### config.mk
export PLATFORM = sky130hd
export DESIGN_NAME = backslash_escape_decoder
export DESIGN_NICKNAME = d
export VERILOG_FILES = /design/src/sv/bsd_pkg.sv /design/src/sv/backslash_escape_decoder.sv /design/src/sv/bsd_front.sv /design/src/sv/bsd_queue.sv /design/src/sv/bsd_back.sv
export SDC_FILE = /design/constraint.sdc
export NUM_CORES = 1
export LEC_CHECK = 0
export BUFFER_PORTS_ARGS = -buffer_cell sky130_fd_sc_hd__buf_4
export CORE_MARGIN = 2
export CORE_UTILIZATION = 40
export DETAILED_ROUTE_END_ITERATION = 10
export GPL_TIMING_DRIVEN = 1
export PLACE_DENSITY = 0.66
export REMOVE_ABC_BUFFERS = 1
export SYNTH_ARGS = -nofsm -noshare
export SYNTH_HDL_FRONTEND = slang
export SYNTH_SLANG_ARGS = --single-unit
### constraint.sdc
create_clock -name clock -period 5.55 [get_ports clock]
set_clock_uncertainty 0.05 [all_clocks]
set_input_delay 0.555 -clock clock [delete_from_list [all_inputs] [get_ports clock]]
set_output_delay 0.555 -clock clock [all_outputs]
set_load 0.005 [all_outputs]
### src/sv/bsd_pkg.sv
// shared types and constants for the backslash escape decoder
package bsd_pkg;

   // longest count that out_length may report before it saturates
   localparam longint unsigned MAX_LENGTH = 64'd65535;
   localparam logic [16:0] COUNT_CAP =
      (MAX_LENGTH > 64'd65535) ? 17'd65535 : 17'(MAX_LENGTH);

   // default number of bundle slots between front and back
   localparam int QUEUE_DEPTH_DEF = 4;

   // characters that the parser looks for
   localparam logic [7:0] CH_BACKSLASH = 8'h5C;
   localparam logic [7:0] CH_DQUOTE    = 8'h22;
   localparam logic [7:0] CH_SQUOTE    = 8'h27;
   localparam logic [7:0] CH_LOWER_R   = 8'h72;
   localparam logic [7:0] CH_LOWER_N   = 8'h6E;
   localparam logic [7:0] CH_LOWER_T   = 8'h74;
   localparam logic [7:0] CH_LOWER_X   = 8'h78;
   localparam logic [7:0] CH_UPPER_X   = 8'h58;
   localparam logic [7:0] CH_ZERO      = 8'h30;
   localparam logic [7:0] CH_NINE      = 8'h39;
   localparam logic [7:0] CH_LOWER_A   = 8'h61;
   localparam logic [7:0] CH_LOWER_F   = 8'h66;
   localparam logic [7:0] CH_UPPER_A   = 8'h41;
   localparam logic [7:0] CH_UPPER_F   = 8'h46;

   // decoded control characters
   localparam logic [7:0] BYTE_CR  = 8'h0D;
   localparam logic [7:0] BYTE_LF  = 8'h0A;
   localparam logic [7:0] BYTE_TAB = 8'h09;
   localparam logic [7:0] BYTE_NUL = 8'h00;

   // at most three decoded bytes per source character
   localparam int BURST_MAX = 3;

   typedef enum logic [1:0] {
      PH_TEXT = 2'd0,
      PH_BSL  = 2'd1,
      PH_X    = 2'd2,
      PH_XD   = 2'd3
   } parse_phase_type;

   typedef struct packed {
      logic [7:0] in_byte;
      logic       end_of_string;
   } req_word_type;

   typedef struct packed {
      logic [7:0]  out_byte;
      logic        run_last;
      logic        string_done;
      logic [15:0] out_length;
   } rsp_word_type;

   // decoded bytes of one source character, as queued for the back end
   typedef struct packed {
      logic [BURST_MAX-1:0][7:0] bytes;
      logic [1:0]                nbytes;
      logic                      eos;
      logic [15:0]               length;
   } bundle_type;

endpackage

### src/sv/backslash_escape_decoder.sv
// top level of the backslash escape decoder
// Decodes a C-style escaped string arriving one character per req word and
// returns the decoded bytes one per rsp word, with run_last on the last byte
// of each character and string_done plus out_length on the last byte of the
// string. The parser takes a new character every cycle while its bundle
// queue (QUEUE_DEPTH entries) has room; the serializer sends one byte per
// cycle while rsp_ready is high; a character that decodes to k bytes (zero to
// three) takes k result words, and with rsp_ready high the sustained rate is
// one character per cycle whenever the decoded stream averages at most one
// byte per character.
module backslash_escape_decoder
   import bsd_pkg::*;
#(
   parameter int QUEUE_DEPTH = QUEUE_DEPTH_DEF
) (
   input  logic         clock,
   input  logic         reset,
   input  logic         req_valid,
   output logic         req_ready,
   input  req_word_type req_word,
   output logic         rsp_valid,
   input  logic         rsp_ready,
   output rsp_word_type rsp_word
);

   logic       push;
   bundle_type push_data;
   logic       queue_full;
   logic       pop;
   bundle_type head_data;
   logic       head_valid;

   // parser
   bsd_front u_front (
      .clock      (clock),
      .reset      (reset),
      .req_valid  (req_valid),
      .req_ready  (req_ready),
      .req_word   (req_word),
      .push       (push),
      .push_data  (push_data),
      .queue_full (queue_full)
   );

   // bundle queue
   bsd_queue #(
      .DEPTH (QUEUE_DEPTH)
   ) u_queue (
      .clock      (clock),
      .reset      (reset),
      .push       (push),
      .push_data  (push_data),
      .full       (queue_full),
      .pop        (pop),
      .head_data  (head_data),
      .head_valid (head_valid)
   );

   // byte serializer
   bsd_back u_back (
      .clock      (clock),
      .reset      (reset),
      .head_valid (head_valid),
      .head_data  (head_data),
      .pop        (pop),
      .rsp_valid  (rsp_valid),
      .rsp_ready  (rsp_ready),
      .rsp_word   (rsp_word)
   );

endmodule

### src/sv/bsd_front.sv
// parser: classifies each source character and builds a bundle of decoded bytes
module bsd_front
   import bsd_pkg::*;
(
   input  logic         clock,
   input  logic         reset,
   input  logic         req_valid,
   output logic         req_ready,
   input  req_word_type req_word,
   output logic         push,
   output bundle_type   push_data,
   input  logic         queue_full
);

   parse_phase_type phase_ff, phase_in;
   logic [7:0]      x_letter_ff, x_letter_in;
   logic [7:0]      first_digit_ff, first_digit_in;
   logic [15:0]     count_ff, count_in;

   bundle_type      bundle;
   parse_phase_type phase_mid;
   logic            do_plain;
   logic [16:0]     count_sum;
   logic [15:0]     count_new;
   logic            accept;
   logic [7:0]      b;

   function automatic logic is_hex(input logic [7:0] c);
      return (c >= CH_ZERO && c <= CH_NINE) ||
             (c >= CH_LOWER_A && c <= CH_LOWER_F) ||
             (c >= CH_UPPER_A && c <= CH_UPPER_F);
   endfunction

   function automatic logic [3:0] hex_val(input logic [7:0] c);
      logic [3:0] v;
      v = 4'd0;
      if (c >= CH_ZERO && c <= CH_NINE) begin
         v = 4'(c - CH_ZERO);
      end else if (c >= CH_LOWER_A && c <= CH_LOWER_F) begin
         v = 4'(c - CH_LOWER_A + 8'd10);
      end else if (c >= CH_UPPER_A && c <= CH_UPPER_F) begin
         v = 4'(c - CH_UPPER_A + 8'd10);
      end
      return v;
   endfunction

   // append one byte to the bundle
   function automatic bundle_type add_byte(input bundle_type bn, input logic [7:0] v);
      bundle_type r;
      r = bn;
      if (r.nbytes != 2'(BURST_MAX)) begin
         r.bytes[r.nbytes] = v;
         r.nbytes          = r.nbytes + 2'd1;
      end
      return r;
   endfunction

   assign req_ready = !queue_full;
   assign accept    = req_valid && req_ready;
   assign b         = req_word.in_byte;

   // decode one character against the parse phase
   always_comb begin
      bundle         = '0;
      phase_mid      = phase_ff;
      x_letter_in    = x_letter_ff;
      first_digit_in = first_digit_ff;
      do_plain       = 1'b0;

      case (phase_ff)
         PH_BSL: begin
            phase_mid = PH_TEXT;
            case (b)
               CH_LOWER_R:   bundle = add_byte(bundle, BYTE_CR);
               CH_LOWER_N:   bundle = add_byte(bundle, BYTE_LF);
               CH_LOWER_T:   bundle = add_byte(bundle, BYTE_TAB);
               CH_BACKSLASH: bundle = add_byte(bundle, b);
               CH_DQUOTE:    bundle = add_byte(bundle, b);
               CH_SQUOTE:    bundle = add_byte(bundle, b);
               CH_ZERO:      bundle = add_byte(bundle, BYTE_NUL);
               CH_LOWER_X, CH_UPPER_X: begin
                  x_letter_in = b;
                  phase_mid   = PH_X;
               end
               default: begin
                  bundle = add_byte(bundle, CH_BACKSLASH);
                  bundle = add_byte(bundle, b);
               end
            endcase
         end
         PH_X: begin
            if (is_hex(b)) begin
               first_digit_in = b;
               phase_mid      = PH_XD;
            end else begin
               bundle    = add_byte(bundle, x_letter_ff);
               phase_mid = PH_TEXT;
               do_plain  = 1'b1;
            end
         end
         PH_XD: begin
            phase_mid = PH_TEXT;
            if (is_hex(b)) begin
               bundle = add_byte(bundle, {hex_val(first_digit_ff), hex_val(b)});
            end else begin
               bundle   = add_byte(bundle, x_letter_ff);
               bundle   = add_byte(bundle, first_digit_ff);
               do_plain = 1'b1;
            end
         end
         default: begin
            phase_mid = PH_TEXT;
            do_plain  = 1'b1;
         end
      endcase

      // ordinary text, which may open a new escape
      if (do_plain) begin
         if (b == CH_BACKSLASH) begin
            phase_mid = PH_BSL;
         end else begin
            bundle = add_byte(bundle, b);
         end
      end

      // end of string flushes whatever escape is still open
      if (req_word.end_of_string) begin
         case (phase_mid)
            PH_BSL:  bundle = add_byte(bundle, CH_BACKSLASH);
            PH_X:    bundle = add_byte(bundle, x_letter_in);
            PH_XD: begin
               bundle = add_byte(bundle, x_letter_in);
               bundle = add_byte(bundle, first_digit_in);
            end
            default: bundle = bundle;
         endcase
      end

      // saturating byte count
      count_sum = {1'b0, count_ff} + 17'(bundle.nbytes);
      count_new = (count_sum > COUNT_CAP) ? COUNT_CAP[15:0] : count_sum[15:0];

      bundle.eos    = req_word.end_of_string;
      bundle.length = count_new;

      // state update, cleared at the end of each string
      phase_in = phase_ff;
      count_in = count_ff;
      if (accept) begin
         if (req_word.end_of_string) begin
            phase_in       = PH_TEXT;
            x_letter_in    = '0;
            first_digit_in = '0;
            count_in       = '0;
         end else begin
            phase_in = phase_mid;
            count_in = count_new;
         end
      end else begin
         x_letter_in    = x_letter_ff;
         first_digit_in = first_digit_ff;
      end
   end

   assign push      = accept && (bundle.nbytes != 2'd0);
   assign push_data = bundle;

   // parse state registers
   always_ff @(posedge clock) begin
      if (reset) begin
         phase_ff       <= PH_TEXT;
         x_letter_ff    <= '0;
         first_digit_ff <= '0;
         count_ff       <= '0;
      end else begin
         phase_ff       <= phase_in;
         x_letter_ff    <= x_letter_in;
         first_digit_ff <= first_digit_in;
         count_ff       <= count_in;
      end
   end

   // a final character always leaves the parser clean
   a_eos_clears: assert property (@(posedge clock) disable iff (reset)
      (accept && req_word.end_of_string) |=> (phase_ff == PH_TEXT && count_ff == 16'd0))
      else $error("parser state not cleared after end of string");

   // a final character always produces at least one byte
   a_eos_pushes: assert property (@(posedge clock) disable iff (reset)
      (accept && req_word.end_of_string) |-> push)
      else $error("end of string produced no bundle");

endmodule

### src/sv/bsd_queue.sv
// small bundle queue between the parser and the byte serializer
module bsd_queue
   import bsd_pkg::*;
#(
   parameter int DEPTH = QUEUE_DEPTH_DEF
) (
   input  logic       clock,
   input  logic       reset,
   input  logic       push,
   input  bundle_type push_data,
   output logic       full,
   input  logic       pop,
   output bundle_type head_data,
   output logic       head_valid
);

   localparam int AW = $clog2(DEPTH);
   localparam int CW = $clog2(DEPTH + 1);

   bundle_type          slot_ff [DEPTH];
   logic [AW-1:0]       wr_ptr_ff, wr_ptr_in;
   logic [AW-1:0]       rd_ptr_ff, rd_ptr_in;
   logic [CW-1:0]       fill_ff, fill_in;
   logic                do_push, do_pop;

   assign full       = (fill_ff == CW'(DEPTH));
   assign head_valid = (fill_ff != '0);
   assign head_data  = slot_ff[rd_ptr_ff];
   assign do_push    = push && !full;
   assign do_pop     = pop && head_valid;

   // pointer and fill bookkeeping
   always_comb begin
      wr_ptr_in = wr_ptr_ff;
      rd_ptr_in = rd_ptr_ff;
      fill_in   = fill_ff;
      if (do_push) begin
         wr_ptr_in = (wr_ptr_ff == AW'(DEPTH - 1)) ? '0 : wr_ptr_ff + AW'(1);
      end
      if (do_pop) begin
         rd_ptr_in = (rd_ptr_ff == AW'(DEPTH - 1)) ? '0 : rd_ptr_ff + AW'(1);
      end
      if (do_push && !do_pop) begin
         fill_in = fill_ff + CW'(1);
      end else if (do_pop && !do_push) begin
         fill_in = fill_ff - CW'(1);
      end
   end

   always_ff @(posedge clock) begin
      if (reset) begin
         wr_ptr_ff <= '0;
         rd_ptr_ff <= '0;
         fill_ff   <= '0;
      end else begin
         wr_ptr_ff <= wr_ptr_in;
         rd_ptr_ff <= rd_ptr_in;
         fill_ff   <= fill_in;
      end
   end

   // slot storage
   always_ff @(posedge clock) begin
      if (do_push) begin
         slot_ff[wr_ptr_ff] <= push_data;
      end
   end

   // a push against a full queue would lose a bundle
   a_no_overflow: assert property (@(posedge clock) disable iff (reset)
      push |-> !full)
      else $error("push into full queue");

endmodule

### src/sv/bsd_back.sv
// serializer: sends the bytes of each queued bundle one word at a time
module bsd_back
   import bsd_pkg::*;
(
   input  logic         clock,
   input  logic         reset,
   input  logic         head_valid,
   input  bundle_type   head_data,
   output logic         pop,
   output logic         rsp_valid,
   input  logic         rsp_ready,
   output rsp_word_type rsp_word
);

   logic [1:0]   idx_ff, idx_in;
   logic         rsp_valid_ff, rsp_valid_in;
   rsp_word_type rsp_word_ff, rsp_word_in;
   logic         load;
   logic         last;

   assign load = head_valid && (!rsp_valid_ff || rsp_ready);
   assign last = (idx_ff == head_data.nbytes - 2'd1);
   assign pop  = load && last;

   // pick the next byte of the head bundle
   always_comb begin
      rsp_word_in  = rsp_word_ff;
      idx_in       = idx_ff;
      rsp_valid_in = rsp_valid_ff && !rsp_ready;
      if (load) begin
         rsp_word_in.out_byte    = head_data.bytes[idx_ff];
         rsp_word_in.run_last    = last;
         rsp_word_in.string_done = last && head_data.eos;
         rsp_word_in.out_length  = (last && head_data.eos) ? head_data.length : '0;
         rsp_valid_in            = 1'b1;
         idx_in                  = last ? 2'd0 : idx_ff + 2'd1;
      end
   end

   always_ff @(posedge clock) begin
      if (reset) begin
         idx_ff       <= '0;
         rsp_valid_ff <= 1'b0;
      end else begin
         idx_ff       <= idx_in;
         rsp_valid_ff <= rsp_valid_in;
      end
   end

   // output word register
   always_ff @(posedge clock) begin
      rsp_word_ff <= rsp_word_in;
   end

   assign rsp_valid = rsp_valid_ff;
   assign rsp_word  = rsp_word_ff;

   // the end of a string is always the end of its character's run
   a_done_is_last: assert property (@(posedge clock) disable iff (reset)
      (rsp_valid_ff && rsp_word_ff.string_done) |-> rsp_word_ff.run_last)
      else $error("string_done without run_last");

   // a length is reported only on the final word of a string
   a_length_only_done: assert property (@(posedge clock) disable iff (reset)
      (rsp_valid_ff && !rsp_word_ff.string_done) |-> (rsp_word_ff.out_length == 16'd0))
      else $error("out_length set on a word that does not end the string");

endmodule

==> summary.txt <==
Drt
  – Number of nets with antenna violations after routing: 0
  – Detailed-route via count: 7219
  – Drt drc: 0
  – Drt pass-1 iters: 5
  – Iteration-0 DRC count of the detailed router: approximately 650
  – Overall routed net length: ~26000 µm
  – Via-per-instance ratio: roughly 5.6
  – Wire per inst: about 20 µm

Worst setup path
  – Sort of element at the end of the critical path: flip-flop
  – Crit path largest cell delay: around 470 ps
  – Critical-path maximum fanout: 22
  – Arrival @ worst endpoint: about 5200 ps
  – Cell chain of the critical path: inv_1, ha_1, inv_1, nor4_2, buf_4, nand2_1, a32oi_1, o31ai_1, a22oi_1, ha_1, inv_1, fa_1, nor2b_1, and3_1, nand4_1, buf_4, a41oi_1, nor2_1, nor3_1
  – Nature of the critical path startpoint: flip-flop
  – Crit Path Category: reg2reg
  – Top delay family on crit path: simple AND/OR/NAND/NOR gates
  – Worst path required time: 5960 ps
  – CP max-delay cell: sky130_fd_sc_hd__nor4_2
  – CP dominant cell by count: sky130_fd_sc_hd__inv_1
  – Total buffers and inverters traversed by the critical path: 5

Floorplan
  – Vertical die dimension: around 170 µm
  – Core Footprint: around 29000 µm²
  – Die Width: approximately 170 µm
  – Number of top-level pins: 41
  – Placement row count: 62
  – Initial core utilization: roughly two fifths
  – Area of the die: 30200 µm²

Synth
  – Average cell area after synthesis: 13.8 µm²
  – Mapped cell area: about 12000 µm²
  – Primary flip-flop cell chosen by synthesis mapping: sky130_fd_sc_hd__edfxtp_1
  – Area fraction of the dominant cell type after synthesis: between 50 and 60%
  – Register area share after synthesis: about three fifths
  – Yosys Warn Count: 0
  – Post-synthesis sequential element count: around 240
  – Cell types occupying the most area after synthesis: sky130_fd_sc_hd__edfxtp_1 (52%), sky130_fd_sc_hd__mux4_2 (8.4%), sky130_fd_sc_hd__dfxtp_1 (8.0%)
  – Dominant cell type by area after synthesis: sky130_fd_sc_hd__edfxtp_1
  – Number of distinct library cells after synthesis: 100
  – FFs w/ async S/R, synth: 0%
  – Post-synth EDFFs: between 150 and 200
  – Post-Syn Instances: roughly 840

Clocking
  – CTS clk-pin slew, worst paths: ~70 ps
  – Resized cells post-CTS: 0
  – Clock tree buffer depth: 3
  – Count of buffers added by post-CTS timing repair for setup: 0
  – Clock tree from TritonCTS: built
  – Clock Sinks: between 200 and 250
  – Clk Latency, worst-skew pair: roughly 540 ps
  – Number of levels in the clock H-tree: 1
  – Total clock buffers created by CTS: 26
  – Hold buffer count at CTS: 0
  – Clock tree root buffer cell: sky130_fd_sc_hd__clkbuf_16

Timing
  – Max-slew violation count: 0
  – Post-layout minimum cycle time: approximately 4800 ps
  – Hold violation count in the final report: 0
  – Pin slew with the least headroom to its limit: approximately 1000 ps
  – Slew margin rel.: about 30%
  – Smallest setup slack after layout: between 700 and 800 ps
  – Top achievable clock speed: roughly 210 MHz
  – Final Cycle Share: 85.7%
  – RSZ-0062 raised after global routing: false
  – Total negative slack for setup checks: 0 ps
  – Endpoints failing setup: 0
  – Final-layout worst hold slack: between 200 and 300 ps

Global routing
  – Number of global-route vias before repair: 7207
  – Aggregate global routing overflow: 0
  – Number of antenna violations at the first check in global routing: 0
  – Largest net degree at the start of global routing: 44
  – First-pass GRT wire length: between 40000 and 50000 µm
  – Total routing usage reported by global routing: between 15 and 20%

Cells and area
  – Antenna diodes: 0
  – Final core utilization: a little under half
  – Fraction of final layout cells with drive strength greater than 1: a little under a quarter
  – Number of filler instances in the final layout: 2589
  – Post-layout nets: between 900 and 1000
  – Area Growth Syn to Fin: 13.0%

Pwr
  – Leak: ~4.6 nW
  – Pwr dens: approximately 390 nW/µm²
  – Worst voltage drop across the vdd grid: between 200 and 300 µV

Placement
  – IO buf count: 40
  – Post-placement setup slack: roughly 330 ps
  – Routability Congestion: between 0.9 and 1
  – HPWL after detailed placement: approximately 17000 µm

Run
  – Max-cap violation count: 0

Min path
  – HP Class: in2reg

Outcome
  – Run status: complete, no violations
==> power by group <==
| group | internal (mW) | switching (mW) | leakage (nW) |
|---|---|---|---|
| logic | 0.520 | 0.576 | 1.97 |
| registers | 2.27 | 0.103 | 2.22 |
| clock network | 0.899 | 0.732 | 0.394 |
==> logic make-up after synthesis <==
group | count (synthesis) | share of synthesized area, %
AND/OR/NAND/NOR | 250 | 11.8
flip-flops | 244 | 59.5
AO/OA/AOI/OAI | 166 | 11.7
buffers and inverters | 77 | 3.31
multiplexers | 58 | 9.74
adder cells (fa/ha/maj) | 22 | 2.52
XOR/XNOR | 19 | 1.44
==> final timing paths <==
check                                     from                                to  slack, ps  cells after the start
min reg2reg  u_queue.rd_ptr_ff[0]$_SDFFE_PP0P_                         flip-flop        440                      2
max           u_front.phase_ff[1]$_SDFFE_PP0P_  u_front.count_ff[4]$_SDFFE_PP0P_        790                     19
min                                  rsp_ready       u_back.rsp_valid$_SDFF_PP0_        250                      4
max reg2reg   u_front.phase_ff[1]$_SDFFE_PP0P_  u_front.count_ff[4]$_SDFFE_PP0P_        790                     19
==> Yosys cell counts (3+ instances only) <==
cell type	count
sky130_fd_sc_hd__a211oi_1	6
sky130_fd_sc_hd__a21o_1	7
sky130_fd_sc_hd__a21oi_1	24
sky130_fd_sc_hd__a221o_1	12
sky130_fd_sc_hd__a22oi_1	26
sky130_fd_sc_hd__a31oi_1	10
sky130_fd_sc_hd__and2_1	13
sky130_fd_sc_hd__and3_1	22
sky130_fd_sc_hd__and3b_1	4
sky130_fd_sc_hd__buf_1	5
sky130_fd_sc_hd__buf_6	6
sky130_fd_sc_hd__clkbuf_1	29
sky130_fd_sc_hd__clkbuf_8	3
sky130_fd_sc_hd__dfxtp_1	46
sky130_fd_sc_hd__edfxtp_1	198
sky130_fd_sc_hd__ha_1	20
sky130_fd_sc_hd__inv_1	29
sky130_fd_sc_hd__mux2i_1	13
sky130_fd_sc_hd__mux4_2	43
sky130_fd_sc_hd__nand2_1	69
sky130_fd_sc_hd__nand2b_1	5
sky130_fd_sc_hd__nand3_1	11
sky130_fd_sc_hd__nor2_1	59
sky130_fd_sc_hd__nor2b_1	5
sky130_fd_sc_hd__nor3_1	20
sky130_fd_sc_hd__nor4_1	5
sky130_fd_sc_hd__o211ai_1	3
sky130_fd_sc_hd__o21a_1	5
sky130_fd_sc_hd__o21ai_0	18
sky130_fd_sc_hd__o21ai_1	3
sky130_fd_sc_hd__o21bai_1	3
sky130_fd_sc_hd__o22ai_1	12
sky130_fd_sc_hd__or3_1	3
sky130_fd_sc_hd__xnor2_1	8
sky130_fd_sc_hd__xor2_1	11
==> area by class of cell <==
class                           instances  area [µm²]  area share (%)
Timing Repair Buffer                   59         455            3.49
Inverter                               29         109           0.835
Tap cell                              384         480            3.69
Sequential cell                       244        6870            52.7
Clock inverter                         19         144            1.10
Clock buffer                           28         678            5.20
Multi-Input combinational cell        515        4300            33.0
==> cell usage in the layout (no fill, tap or decap), types with 24 or more instances in the layout <==
cell type	n
sky130_fd_sc_hd__edfxtp_1	198
sky130_fd_sc_hd__clkbuf_16	26
sky130_fd_sc_hd__a21oi_1	24
sky130_fd_sc_hd__mux4_2	43
sky130_fd_sc_hd__buf_4	58
sky130_fd_sc_hd__a22oi_1	26
sky130_fd_sc_hd__inv_1	29
sky130_fd_sc_hd__nand2_1	69
sky130_fd_sc_hd__nor2_1	59
sky130_fd_sc_hd__dfxtp_1	44
==> metrics by stage <==
| stage | instances | instance area [µm²] | power [mW] |
|---|---|---|---|
| 2_1_floorplan | 788 | 11300 | 3.09 |
| 3_3_place_gp | 1231 | 12200 | 3.52 |
| 3_5_place_dp | 1231 | 12200 | 3.54 |
| 4_1_cts | 1278 | 13000 | 5.17 |
| 5_1_grt | 1278 | 13000 | 5.34 |
| 6_report | 1278 | 13000 | 5.10 |
==> flip-flops by register name, summed over array words and instances (netlist names), 2 cells and up, named ones only <==
signal                  flops
u_back.rsp_word            26
u_queue.rd_ptr_ff           2
u_queue.slot_ff           172
u_front.x_letter_ff         8
u_front.phase_ff            2
u_front.count_ff           16
u_queue.fill_ff             3
u_back.idx_ff               2
u_front.first_digit_ff      8
u_queue.wr_ptr_ff           2
==> tightest hold or removal path: stages <==
cell	delay, ps
sky130_fd_sc_hd__buf_4	90
sky130_fd_sc_hd__inv_1	40
sky130_fd_sc_hd__nand2_1	60
sky130_fd_sc_hd__a21oi_1	50
==> routing by layer <==
layer,vias to the layer above,wire [µm],GRT usage [%]
met1,3661,11800,24.1
li1,3300,-,-
met5,-,0,0
met2,200,11700,26.6
met4,0,878,6.37
met3,58,1130,1.89
No activity file was read; power rests on OpenSTA's default activity.
